$ cat src/hufd_pkg.sv
// ----------------------------------------------------------------------------
// hufd_pkg
// Shared types and constants for the Huffman code-tree walking decoder.
// ----------------------------------------------------------------------------
package hufd_pkg;

   // Node table depth; must be a power of two
   localparam int NODE_ENTRIES = 512;
   localparam int IDX_BITS     = $clog2(NODE_ENTRIES);
   // Width of the remaining-symbol counter
   localparam int COUNT_BITS   = 48;
   // Fixed field widths
   localparam int CSR_BITS     = 48;
   localparam int SYM_BITS     = 8;
   localparam int BIT_IDX_BITS = 3;

   // Request action codes
   localparam logic [1:0] ACT_WRITE  = 2'd0;
   localparam logic [1:0] ACT_DECODE = 2'd1;
   localparam logic [1:0] ACT_START  = 2'd2;

   // Table read address select
   localparam logic [1:0] RD_ROOT  = 2'd0;
   localparam logic [1:0] RD_WALK  = 2'd1;
   localparam logic [1:0] RD_CHILD = 2'd2;

   // One node table entry
   typedef struct packed {
      logic                is_leaf;
      logic [IDX_BITS-1:0] one_child;
      logic [IDX_BITS-1:0] zero_child;
      logic [SYM_BITS-1:0] sym;
   } node_entry_type;

   localparam int ENTRY_BITS = $bits(node_entry_type);

   // Controller to datapath commands
   typedef struct packed {
      logic                    wr_node;
      logic                    load_byte;
      logic                    start_stream;
      logic                    emit;
      logic                    walk_root;
      logic                    walk_addr;
      logic                    flush;
      logic [1:0]              rd_sel;
      logic [BIT_IDX_BITS-1:0] bit_sel;
   } dp_cmd_type;

   // Datapath to controller status
   typedef struct packed {
      logic is_leaf;
      logic count_zero;
   } dp_status_type;

endpackage

$ cat src/hufd_ctrl.sv
// ----------------------------------------------------------------------------
// hufd_ctrl
// Decoder controller: takes requests and steps the tree walk one coded bit
// at a time through the node table read port.
// ----------------------------------------------------------------------------
module hufd_ctrl
   import hufd_pkg::*;
(
   input  logic          clock,
   input  logic          reset,
   input  logic          start,
   input  logic [1:0]    req_action,
   input  dp_status_type status,
   output logic          busy,
   output dp_cmd_type    cmd
);

   // state codes
   localparam logic [1:0] ST_IDLE  = 2'd0;
   localparam logic [1:0] ST_CUR   = 2'd1;
   localparam logic [1:0] ST_CHILD = 2'd2;
   localparam logic [1:0] ST_FLUSH = 2'd3;

   logic [1:0]              state_ff, state_in;
   logic [BIT_IDX_BITS-1:0] bit_ff, bit_in;

   always_comb begin
      cmd      = '0;
      cmd.rd_sel = RD_ROOT;
      state_in = state_ff;
      bit_in   = bit_ff;
      case (state_ff)
         // take a request
         ST_IDLE: begin
            if (start) begin
               case (req_action)
                  ACT_WRITE: begin
                     cmd.wr_node = 1'b1;
                  end
                  ACT_DECODE: begin
                     cmd.load_byte = 1'b1;
                     cmd.rd_sel    = RD_WALK;
                     bit_in        = '1;
                     state_in      = ST_CUR;
                  end
                  ACT_START: begin
                     cmd.start_stream = 1'b1;
                  end
                  default: ;
               endcase
            end
         end
         // read data is the entry at the walk position
         ST_CUR: begin
            if (status.count_zero) begin
               state_in = ST_FLUSH;
            end else if (status.is_leaf) begin
               cmd.emit      = 1'b1;
               cmd.walk_root = 1'b1;
               if (bit_ff == '0) begin
                  state_in = ST_FLUSH;
               end else begin
                  bit_in = bit_ff - BIT_IDX_BITS'(1);
               end
            end else begin
               cmd.rd_sel  = RD_CHILD;
               cmd.bit_sel = bit_ff;
               state_in    = ST_CHILD;
            end
         end
         // read data is the child taken for the current bit
         ST_CHILD: begin
            if (status.is_leaf) begin
               cmd.emit      = 1'b1;
               cmd.walk_root = 1'b1;
               if (bit_ff == '0) begin
                  state_in = ST_FLUSH;
               end else begin
                  bit_in   = bit_ff - BIT_IDX_BITS'(1);
                  state_in = ST_CUR;
               end
            end else begin
               cmd.walk_addr = 1'b1;
               if (bit_ff == '0) begin
                  state_in = ST_FLUSH;
               end else begin
                  bit_in      = bit_ff - BIT_IDX_BITS'(1);
                  cmd.rd_sel  = RD_CHILD;
                  cmd.bit_sel = bit_ff - BIT_IDX_BITS'(1);
               end
            end
         end
         // release the held symbol as last of the byte
         ST_FLUSH: begin
            cmd.flush = 1'b1;
            state_in  = ST_IDLE;
         end
         default: begin
            state_in = ST_IDLE;
         end
      endcase
   end

   always_ff @(posedge clock) begin
      if (reset) begin
         state_ff <= ST_IDLE;
         bit_ff   <= '0;
      end else begin
         state_ff <= state_in;
         bit_ff   <= bit_in;
      end
   end

   assign busy = (state_ff != ST_IDLE);

endmodule

$ cat config.mk
export PLATFORM = sky130hd
export DESIGN_NAME = hufd_ctrl
export DESIGN_NICKNAME = d
export VERILOG_FILES = /design/src/hufd_pkg.sv /design/src/hufd_ctrl.sv
export SDC_FILE = /design/constraint.sdc
export NUM_CORES = 1
export LEC_CHECK = 0
export BUFFER_PORTS_ARGS = -buffer_cell sky130_fd_sc_hd__buf_2
export CAP_MARGIN = 30
export CORE_AREA = 2 2 39 41
export CTS_BUF_LIST = sky130_fd_sc_hd__clkbuf_16
export CTS_CLUSTER_SIZE = 10
export DETAILED_ROUTE_END_ITERATION = 16
export DIE_AREA = 0 0 41 43
export GPL_ROUTABILITY_DRIVEN = 0
export PLACE_DENSITY = 0.71
export SYNTH_ARGS = -nofsm -noshare
export SYNTH_HDL_FRONTEND = slang
export SYNTH_SLANG_ARGS = --single-unit
export TNS_END_PERCENT = 10
$ cat constraint.sdc
create_clock -name clock -period 1.89 [get_ports clock]
set_input_delay 0.378 -clock clock [delete_from_list [all_inputs] [get_ports clock]]
set_output_delay 0.378 -clock clock [all_outputs]
set_load 0.02 [all_outputs]
# [After elaboration in Yosys (flattened, before gate mapping)]
# Cells that the tools add are included.
[classes] add_sub_neg=1 n_eq_ne=9 mux=33 reduce_logical=7
[op_table] operator="3-bit 2-to-1 mux" n=7
[op_table] operator="5-bit 2-to-1 mux" n=4
[op_table] operator="2-bit 2-to-1 mux" n=9
[op_table] operator="3-bit case mux with 3 select lines" n=1
[op_table] operator="1-bit 2-to-1 mux" n=8
[op_table] operator="2-bit case mux with 4 select lines" n=1
[op_table] operator="2-bit equality test, second input constant" n=3
[op_table] operator="2-bit != test, second input constant" n=3
[op_table] operator="2-bit case mux with 3 select lines" n=1
[op_table] operator="3-bit case mux with 2 select lines" n=1
[op_table] operator="5-bit AND reduction" n=1
[op_table] operator="2-bit by 1-bit equality test with 1-bit output, second input constant" n=2
[op_table] operator="2-bit zero test" n=2
[op_table] operator="2-bit case mux with 2 select lines" n=1
[op_table] operator="3-bit zero test" n=1
[op_table] operator="3-bit nonzero test" n=1
[op_table] operator="3-bit by 1-bit subtractor with 3-bit output, second input constant" n=1
[op_table] operator="2-bit by 1-bit != test with 1-bit output, second input constant" n=1
[op_table] operator="2-bit AND reduction" n=1
[op_table] operator="2-bit nonzero test" n=1
[totals] ff_bits=5 input_bits=7

# [Longest topological paths before layout]
# Gate-level depths: netlist (run 1).
[logic_depth] depth_word=5 ltp_mapped=7 depth_no_buf=6

# [Least setup slack after synthesis (run 1)]
# OpenSTA, ideal clock, no wires.
[synth_path] kind="register to output" startpoint="register state_ff[0]" endpoint="output port cmd[2] (netlist name)" arrival_time_ns=1.737 setup_slack_ns=-0.225 path_stages_with_launch=7 path_cell_list="dfxtp_1 inv_1 ha_1 nor2b_2 nor3b_1 o21ai_0 a21boi_0"
[synth_lines] element="start: declaration" line_no="hufd_ctrl.sv:24" text="logic [1:0] state_ff, state_in;"
[synth_lines] element="start signal: assignment" line_no="hufd_ctrl.sv:109" text="state_ff <= state_in;"
[synth_lines] element="end: declaration" line_no="hufd_ctrl.sv:15" text="output dp_cmd_type cmd"

==> reports/results.tsv, run 1 <==
metric	value	unit
vias	632	
endpoint_kind	output port	
antenna_found_initial	0	
grt_use_total	0.192	
cp.arrival	1.60	ns
status	complete, but fails checks	
grt_pass1_wl	2350	µm
rsz0062_at_grt	yes	
hp-start	reset	
finalSetupViolCount	4	
worstSkewPairLatency	0.23	ns
drc_errors	0	
syn_area_per_cell	8.08	µm²
min_delay_path_depth	2	
dp_slack	0.0569	ns
synth_ff_type	dfxtp_1	
p_leak	0.413	nW
utilization	0.654	
rr_startpoint	state_ff[1]	
hold_class	in -> reg	
r2r_setup_slack	0.27	ns
h-tree-depth	1	
whs	0.424	ns
grt_max_degree	9	
die_h	43	µm
rr_endpoint	bit_ff[1]	
cts.reportedPaths.clkPinSlew	0.03	ns
holdPathEnd	state_ff[0]	
rows	14	
num_antenna_cells	0	
finalCriticalPeriod	1.98	ns
cts-root-buf	clkbuf_16	
synthArstFlopShare	0	
seq_area_frac_synth	0.172	
syn_nets	87	
drive_above_1_share	0.530	
syn_area	582	µm²
vdd.ir_drop.worst	0.000619	V
p_total	0.845	mW
powerDensity	934	nW/µm²
violations	negative setup slack	
drtPass1Iterations	4	
crit_required	1.51	ns
maxSlewViolCount	0	
clock.fmax	506	MHz
maxCapViolations	0	
core_area	1380	µm²
ys_warn_count	0	
io_pins	20	
globalRouteOverflowTotal	0	
die_area	1760	µm²
wirelength	1590	µm
path_class	reg -> out	
cts.sinks	5	
cts.path.max_buffers	2	
final_cells	116	
hpwlAfterDp	1140	µm
antenna_left	0	
numCtsBuffers	3	
synthCells	72	
dp.cells	109	
skew	0.000623	ns
fin_nets	116	
syn2layout_area_growth	55.5	%
dieWidth	41	µm
grt_pass1_vias	574	
cts_tree	yes	
cp_max_fo	6	
post_drt_wl_per_cell	13.7	µm
setup_slack	-0.0861	ns
synth-seq-cells	5	
critPathLaunchType	register	
hold_viol	0	
ff2ff_path_depth	5	
post-route-period-util	1.05	
drtIter0Drc	14	
avgViaCountPerCell	5.45	
max-slew-margin-rel	0.775	
initial_core_util	0.420	
tightest_slew	0.336	ns
synth_edf_count	0	
ys_types	32	
port_buffers	19	
==> stage by stage <==
stage	area (µm²)	TNS (ns)
2_1_floorplan	591	-0.00177
3_3_place_gp	723	0
3_5_place_dp	723	0
4_1_cts	830	-0.00904
5_1_grt	905	-0.660
6_report	905	-0.137
==> registers in the layout, indices dropped and copies added (netlist names) <==
signal    flops
bit_ff        3
state_ff      2
==> layer usage <==
layer  vias up  track usage  share of wire
li1        316            -              -
met1       287        0.207           0.39
met2        25        0.328           0.52
met3         4       0.0733          0.068
met4         0       0.0533          0.017
met5         -            0              0
==> worst max-delay path: stages (launching register included) <==
cell and delay, ns:
dfxtp_4 0.36, inv_4 0.08, ha_4 0.12, nor2b_4 0.16, nor3b_4 0.20, o21ai_2 0.09, a21boi_2 0.18, buf_4 0.16
==> Yosys cell counts, drive strengths merged (2+ instances only) <==
master,n,area [µm²]
o21ai,4,20.0
nand2b,2,22.5
ha,8,100
a311oi,2,23.8
a21oi,4,20.0
o22ai,2,12.5
a21boi,2,15.0
nor2,3,11.3
nor3,3,15.0
buf,2,15.0
nand2,7,31.3
dfxtp,5,100
inv,7,26.3
and2,2,12.5
a31oi,2,12.5
nor2b,3,23.8
nor3b,4,35.0
==> timing repair <==
| item | CTS | global route |
|---|---|---|
| setup buffers | 0 | 3 |
| hold buffers | 0 | 0 |
| resized for setup | 12 | 13 |
| hold endpoints to repair | 0 | 0 |
| endpoints found under the setup margin | 5 | 7 |
| pin swaps | 0 | 5 |
==> area by class of cell <==
type                       instances  area, µm²
multi-input combinational         57        503
sequential                         5        105
clock inverter                     1       3.75
fill                             109        479
tap                               16       20.0
clock buffer                       3       75.1
timing repair buffer              27        169
inverter                           7       28.8
==> layout by cell type (no fill, tap or decap), drive strengths merged <==
cell type | Yosys | routed
o21ai | 4 | 4
and4 | 1 | 1
inv | 7 | 8
a311oi | 2 | 2
nor3 | 3 | 3
nor2 | 3 | 3
nor3b | 4 | 4
o22ai | 2 | 2
a21boi | 2 | 2
or3 | 1 | 1
a21oi | 4 | 4
dfxtp | 5 | 5
a31o | 1 | 1
a221oi | 1 | 1
nand3b | 1 | 1
ha | 8 | 8
nand2b | 2 | 2
a211oi | 1 | 1
and2 | 2 | 2
clkbuf | 1 | 3
mux2i | 1 | 1
nand4b | 1 | 1
nand3 | 1 | 1
buf | 2 | 27
nor2b | 3 | 3
nand2 | 7 | 7
a31oi | 2 | 2
==> report_power, final <==
| part | total (mW) | switching, mW | internal [mW] |
|---|---|---|---|
| clock | 0.349 | 0.0750 | 0.274 |
| sequential | 0.151 | 0.0253 | 0.126 |
| combinational | 0.344 | 0.192 | 0.153 |
==> cells by family after synthesis <==
group | after synthesis | synth area share
compound gates | 19 | 0.232
fa+ha+maj | 8 | 0.172
buf+inv | 10 | 0.0796
flops | 5 | 0.172
mux | 1 | 0.0172
simple gates | 29 | 0.327
==> how the worst max path moves through the flow <==
stage                            from     end  slack, ns  cells past startpoint
after floorplan           state_ff[0]  cmd[2]     -0.002                      6
after global placement    state_ff[0]  cmd[2]       0.11                      7
after detailed placement  state_ff[0]  cmd[2]       0.06                      7
after CTS                 state_ff[1]  cmd[1]     -0.009                      7
after global routing      state_ff[0]  cmd[2]      -0.16                      7
final                     state_ff[0]  cmd[2]      -0.09                      7
Power figures use the tool's default switching activity.
==> run 2, diff against run 1 <==
--- a/config.mk
+++ b/config.mk
@@ -7,13 +7,13 @@
 export LEC_CHECK = 0
 export BUFFER_PORTS_ARGS = -buffer_cell sky130_fd_sc_hd__buf_2
 export CAP_MARGIN = 30
-export CORE_AREA = 2 2 39 41
+export CORE_MARGIN = 1.5
+export CORE_UTILIZATION = 40
 export CTS_BUF_LIST = sky130_fd_sc_hd__clkbuf_16
 export CTS_CLUSTER_SIZE = 10
 export DETAILED_ROUTE_END_ITERATION = 16
-export DIE_AREA = 0 0 41 43
 export GPL_ROUTABILITY_DRIVEN = 0
-export PLACE_DENSITY = 0.71
+export PLACE_DENSITY = 0.66
 export SYNTH_ARGS = -nofsm -noshare
 export SYNTH_HDL_FRONTEND = slang
 export SYNTH_SLANG_ARGS = --single-unit
==> constraint.sdc (replaced) <==
create_clock -name clock -period 1.95 [get_ports clock]
set_input_delay 0.39 -clock clock [delete_from_list [all_inputs] [get_ports clock]]
set_output_delay 0.39 -clock clock [all_outputs]
set_load 0.02 [all_outputs]
==> run 2 against run 1 <==
  * The run now ends clean
  * Total power down 4.1%
  * Sequential cell count unchanged
  * Via count down 4.0%
  * Hold slack worse by 0.0046 ns
  * Routed wire length down 5.3%
  * Cell count down 1.7%
  * Combinational power down 2%
  * Sequential power down 5%
  * Sequential share of layout area up 0.21 points
  * Critical path type unchanged
  * Largest power group is now combinational cells
==> reports/results.tsv, run 2 (synthesis results as in run 1) <==
metric	value	unit	change
drc_errors	0		unchanged
initial_core_util	0.436		+0.0158
numCtsBuffers	3		unchanged
r2r_setup_slack	0.34	ns	+0.07 ns
fillers	113		+3.7%
rows	13		-1
hp-start	reset		
pwr-share-clk	0.408		-0.006
die_h	41.1	µm	-4.3%
p_sw	0.275	mW	-5.7%
status	finished clean		
skew	0.00182	ns	+0.00119 ns
pwr-share-seq	0.178		about the same
die_area	1690	µm²	-4.0%
grt_pass1_vias	517		-9.9%
drtPass1Iterations	2		-2
wirelength	1500	µm	-5.3%
drtIter0Drc	2		-12
post_drt_wl_per_cell	13.2	µm	-3.7%
powerDensity	891	nW/µm²	-4.6%
top_regs	bit_ff x3, state_ff x2		
antenna_left	0		unchanged
cts_tree	yes		
switching_share	0.340		-0.00596
finalSetupViolCount	0		-4
worstSkewPairLatency	0.22	ns	about the same
grt_use_total	0.200		+0.00803
cts.reportedPaths.clkPinSlew	0.03	ns	about the same
tightest_slew	0.299	ns	-0.0372 ns
p_comb_frac	0.414		+0.006
largest_reg_flops	3		unchanged
rr_endpoint	bit_ff[1]		
path_class	reg -> out		
cts-root-buf	clkbuf_16		
maxCapViolations	0		unchanged
final_cells	114		-1.7%
layout_common_cells	16 x buf_2, 8 x buf_4, 6 x inv_1		
clock.fmax	526	MHz	
syn2layout_area_growth	56.3	%	
globalRouteOverflowTotal	0		unchanged
dp_slack	0.0466	ns	-0.0104 ns
critPathLaunchType	register		
port_buffers	19		unchanged
setup_slack	0.0498	ns	+0.136 ns
cp_max_fo	6		unchanged
grt_pass1_wl	2130	µm	-9.4%
hpwlAfterDp	1110	µm	-2.5%
grt_max_degree	9		unchanged
cts.path.max_buffers	2		unchanged
holdPathEnd	state_ff[0]		
max-slew-margin-rel	0.800		+0.0249
rr_startpoint	state_ff[0]		
antenna_found_initial	0		unchanged
h-tree-depth	1		unchanged
final_common_cell	buf_2		
cp.arrival	1.51	ns	-0.09 ns
p_leak	0.409	nW	-1.0%
drive_above_1_share	0.515		-0.0148
regArea	108	µm²	+2.4%
endpoint_kind	output port		
hold_viol	0		unchanged
num_antenna_cells	0		unchanged
regMostFlops	bit_ff		
post-route-period-util	0.974		
dieWidth	41.1	µm	+0.34%
io_pins	20		unchanged
ff2ff_path_depth	6		+1
p_int	0.535	mW	-3.2%
fin_nets	115		-0.86%
multi_input_area	510	µm²	+1.5%
avgViaCountPerCell	5.32		-2.3%
min_delay_path_depth	2		unchanged
crit_required	1.56	ns	+0.05 ns
maxSlewViolCount	0		unchanged
vdd.ir_drop.worst	0.000850	V	+37%
hold_class	in -> reg		
rsz0062_at_grt	yes		
dp.cells	106		-2.8%
core_area	1330	µm²	-3.6%
cts.sinks	5		unchanged
finalCriticalPeriod	1.90	ns	
vias	607		-4.0%
[run 2: how the worst max path moves through the flow]
stage | start | end | slack [ns]
2_1_floorplan | state_ff[0] | cmd[10] | -0.01
3_3_place_gp | state_ff[1] | cmd[1] | 0.14
3_5_place_dp | state_ff[0] | cmd[2] | 0.05
4_1_cts | state_ff[0] | cmd[7] | -0.005
5_1_grt | state_ff[1] | cmd[1] | -0.07
6_report | state_ff[0] | cmd[2] | 0.05
[run 2: repair_timing]
item	in CTS	in global routing
hold buffers	0	0
gates resized for setup	12	15
setup buffers	1	3
endpoints found under the setup margin	5	7
pin swaps	0	5
[run 2: area by class of cell]
| class | instances | share of cell area |
|---|---|---|
| tap | 15 | 0.0206 |
| clock buffer | 3 | 0.0825 |
| timing repair buffer | 26 | 0.179 |
| inverter | 7 | 0.0344 |
| sequential | 5 | 0.118 |
| clock inverter | 1 | 0.00413 |
| multi-input combinational | 57 | 0.561 |
[run 2: power by group through the flow]
stage | clock (mW) | combinational, mW | sequential [mW]
2_1_floorplan | 0 | 0.208 | 0.136
3_3_place_gp | 0 | 0.284 | 0.137
3_5_place_dp | 0 | 0.285 | 0.138
4_1_cts | 0.336 | 0.304 | 0.139
5_1_grt | 0.353 | 0.362 | 0.147
6_report | 0.331 | 0.336 | 0.144
[run 2: worst max-delay path: stages, from the launching register on]
cell,delay [ns]
dfxtp_4,0.37
inv_4,0.06
ha_4,0.12
nor2b_4,0.16
nor3b_4,0.20
o21ai_2,0.09
a21boi_2,0.16
buf_6,0.13
[run 2: stage by stage]
step	hold WS [ns]	power [mW]	instance area (µm²)	TNS, ns	utilization
2_1_floorplan	0.456	0.345	586	-0.0101	-
3_3_place_gp	0.538	0.421	702	0	0.526
3_5_place_dp	0.538	0.423	702	0	0.526
4_1_cts	0.416	0.779	822	-0.00804	0.616
5_1_grt	0.436	0.862	910	-0.166	0.682
6_report	0.419	0.810	910	0	0.682
[run 2: per-layer routing]
metal | global-route usage | wire (µm) | vias up
met3 | 0.0978 | 57 | 0
met1 | 0.215 | 658 | 282
li1 | - | - | 313
met4 | 0 | 0 | 0
met5 | 0 | 0 | -
met2 | 0.371 | 788 | 12
==> run 3, diff against run 2 <==
--- a/config.mk
+++ b/config.mk
@@ -14,6 +14,7 @@
 export DETAILED_ROUTE_END_ITERATION = 16
 export GPL_ROUTABILITY_DRIVEN = 0
 export PLACE_DENSITY = 0.66
+export SETUP_SLACK_MARGIN = 0.4
 export SYNTH_ARGS = -nofsm -noshare
 export SYNTH_HDL_FRONTEND = slang
 export SYNTH_SLANG_ARGS = --single-unit
==> run 3 against run 2 <==
  * Via count up 2.8%
  * Global-route usage up 1.5 points
  * Setup slack worse by 0.038 ns
  * Combinational power up 10%
  * Hold slack better by 0.011 ns
  * Critical path depth unchanged
  * Sequential share of layout area down 0.83 points
  * Clock-buffer cell count unchanged
  * Fmax down 2.0%
  * Clock skew down 0.0014 ns
  * Critical path type unchanged
  * Highest routed layer unchanged
  * Die area unchanged
  * Cell count unchanged
==> reports/results.tsv, run 3 (synthesis results as in run 1) <==
metric	value	unit	change
final_common_cell	buf_2		
multi_input_area	542	µm²	+6.1%
worstSkewPairLatency	0.23	ns	about the same
p_comb_frac	0.438		+0.024
place_area	751	µm²	+7.0%
p_leak	0.421	nW	+3.1%
finalSetupViolCount	0		unchanged
grt_pass1_wl	2330	µm	+9.1%
p_int	0.549	mW	+2.6%
endpoint_kind	output port		
tightest_slew	0.316	ns	+0.0169 ns
initial_core_util	0.436		unchanged
antenna_left	0		unchanged
final_cells	114		unchanged
rr_startpoint	state_ff[0]		
final_cell_area	956	µm²	+5.1%
r2r_setup_slack	0.25	ns	-0.09 ns
io_pins	20		unchanged
top_regs	bit_ff x3, state_ff x2		
core_area	1330	µm²	unchanged
clock.fmax	516	MHz	-2.0%
hold_viol	0		unchanged
cp-startpoint	state_ff[1]		
powerDensity	886	nW/µm²	-0.51%
post-route-period-util	0.994		+0.0196
cp-endpoint	cmd[2]		
layout_common_cells	12 x buf_2, 10 x buf_4, 5 x inv_1, 5 x ha_1		
syn2layout_area_growth	64.3	%	
vdd.ir_drop.worst	0.000631	V	-26%
ff2ff_path_depth	5		-1
pwr-share-clk	0.394		-0.014
port_buffers	19		unchanged
cts.path.max_buffers	2		unchanged
grt_use_total	0.215		+0.0149
pwr-share-seq	0.168		-0.010
postCtsHoldBufs	0		unchanged
dieWidth	41.1	µm	unchanged
largest_reg_flops	3		unchanged
drc_errors	0		unchanged
drtPass1Iterations	4		+2
cts_tree	yes		
skew	0.000467	ns	-0.00135 ns
rsz0062_at_grt	yes		
avgViaCountPerCell	5.47		+2.8%
die_h	41.1	µm	unchanged
grt_max_degree	9		unchanged
path_class	reg -> out		
regArea	105	µm²	-2.3%
rows	13		unchanged
globalRouteOverflowTotal	0		unchanged
hold_class	in -> reg		
crit_required	1.56	ns	about the same
num_antenna_cells	0		unchanged
critPathLaunchType	register		
hpwlAfterDp	1100	µm	-0.98%
fillers	101		-11%
max-slew-margin-rel	0.789		-0.0113
wirelength	1670	µm	+11%
regMostFlops	bit_ff		
p_sw	0.298	mW	+8.4%
vias	624		+2.8%
cts.sinks	5		unchanged
switching_share	0.352		+0.0123
drtIter0Drc	11		+9
cts.reportedPaths.clkPinSlew	0.03	ns	about the same
maxSlewViolCount	0		unchanged
cts-root-buf	clkbuf_16		
status	finished clean		
cp_max_fo	4		-2
cp.arrival	1.55	ns	+0.04 ns
numCtsBuffers	3		unchanged
antenna_found_initial	0		unchanged
drive_above_1_share	0.586		+0.0707
h-tree-depth	1		unchanged
post_drt_wl_per_cell	14.6	µm	+11%
dp.cells	105		-0.94%
finalCriticalPeriod	1.94	ns	+0.0382 ns
grt_pass1_vias	549		+6.2%
rr_endpoint	bit_ff[1]		
die_area	1690	µm²	unchanged
maxCapViolations	0		unchanged
fin_nets	115		unchanged
==> run 3: power by group through the flow <==
stage          sequential, mW  combinational (mW)  clock (mW)
2_1_floorplan           0.138               0.223           0
3_3_place_gp            0.139               0.295           0
3_5_place_dp            0.140               0.294           0
4_1_cts                 0.141               0.338       0.336
5_1_grt                 0.144               0.397       0.351
6_report                0.143               0.371       0.334
==> run 3: how the worst min path moves through the flow <==
| stage | cells after the start | from | slack (ns) | end |
|---|---|---|---|---|
| finish | 2 | reset | 0.43 | state_ff[0] |
| global route | 2 | reset | 0.45 | bit_ff[2] |
| CTS | 2 | reset | 0.42 | bit_ff[1] |
| detailed placement | 2 | bit_ff[1] | 0.54 | bit_ff[1] |
| global placement | 2 | bit_ff[1] | 0.53 | bit_ff[1] |
| floorplan | 1 | reset | 0.45 | state_ff[0] |
==> run 3: per-layer routing <==
metal	share of wire	GRT usage	vias to the layer above
li1	-	-	309
met4	0	0.0484	0
met3	0.035	0.0652	0
met5	0	0	-
met2	0.52	0.398	18
met1	0.44	0.236	297
==> run 3: worst max-delay path: stages, from the launching register on <==
cell      delay [ns]
dfxtp_2         0.35
buf_6           0.11
ha_4            0.12
nor2b_4         0.17
nor3b_4         0.21
o21ai_2         0.08
a21boi_2        0.16
buf_6           0.13
==> run 3: repair_timing <==
action / in CTS / in global routing
pin swaps: 3 / 4
resized for setup: 12 / 14
endpoints found under the setup margin: 14 / 15
buffers inserted: 4 / 1
==> run 3: cell type report <==
class	count	area share
Sequential cell	5	0.110
Timing Repair Buffer	26	0.188
Tap cell	15	0.0196
Inverter	7	0.0327
Clock buffer	3	0.0785
Multi-Input combinational cell	57	0.567
Clock inverter	1	0.00393
==> run 3: stage by stage <==
| stage | setup TNS [ns] | worst slack (ns) | total power [mW] | hold slack (ns) | utilization |
|---|---|---|---|---|---|
| 2_1_floorplan | 0 | 0.254 | 0.361 | 0.455 | - |
| 3_3_place_gp | 0 | 0.159 | 0.434 | 0.525 | 0.563 |
| 3_5_place_dp | 0 | 0.116 | 0.435 | 0.537 | 0.563 |
| 4_1_cts | 0 | 0.0451 | 0.816 | 0.419 | 0.682 |
| 5_1_grt | -0.157 | -0.0879 | 0.891 | 0.446 | 0.717 |
| 6_report | 0 | 0.0116 | 0.847 | 0.430 | 0.717 |
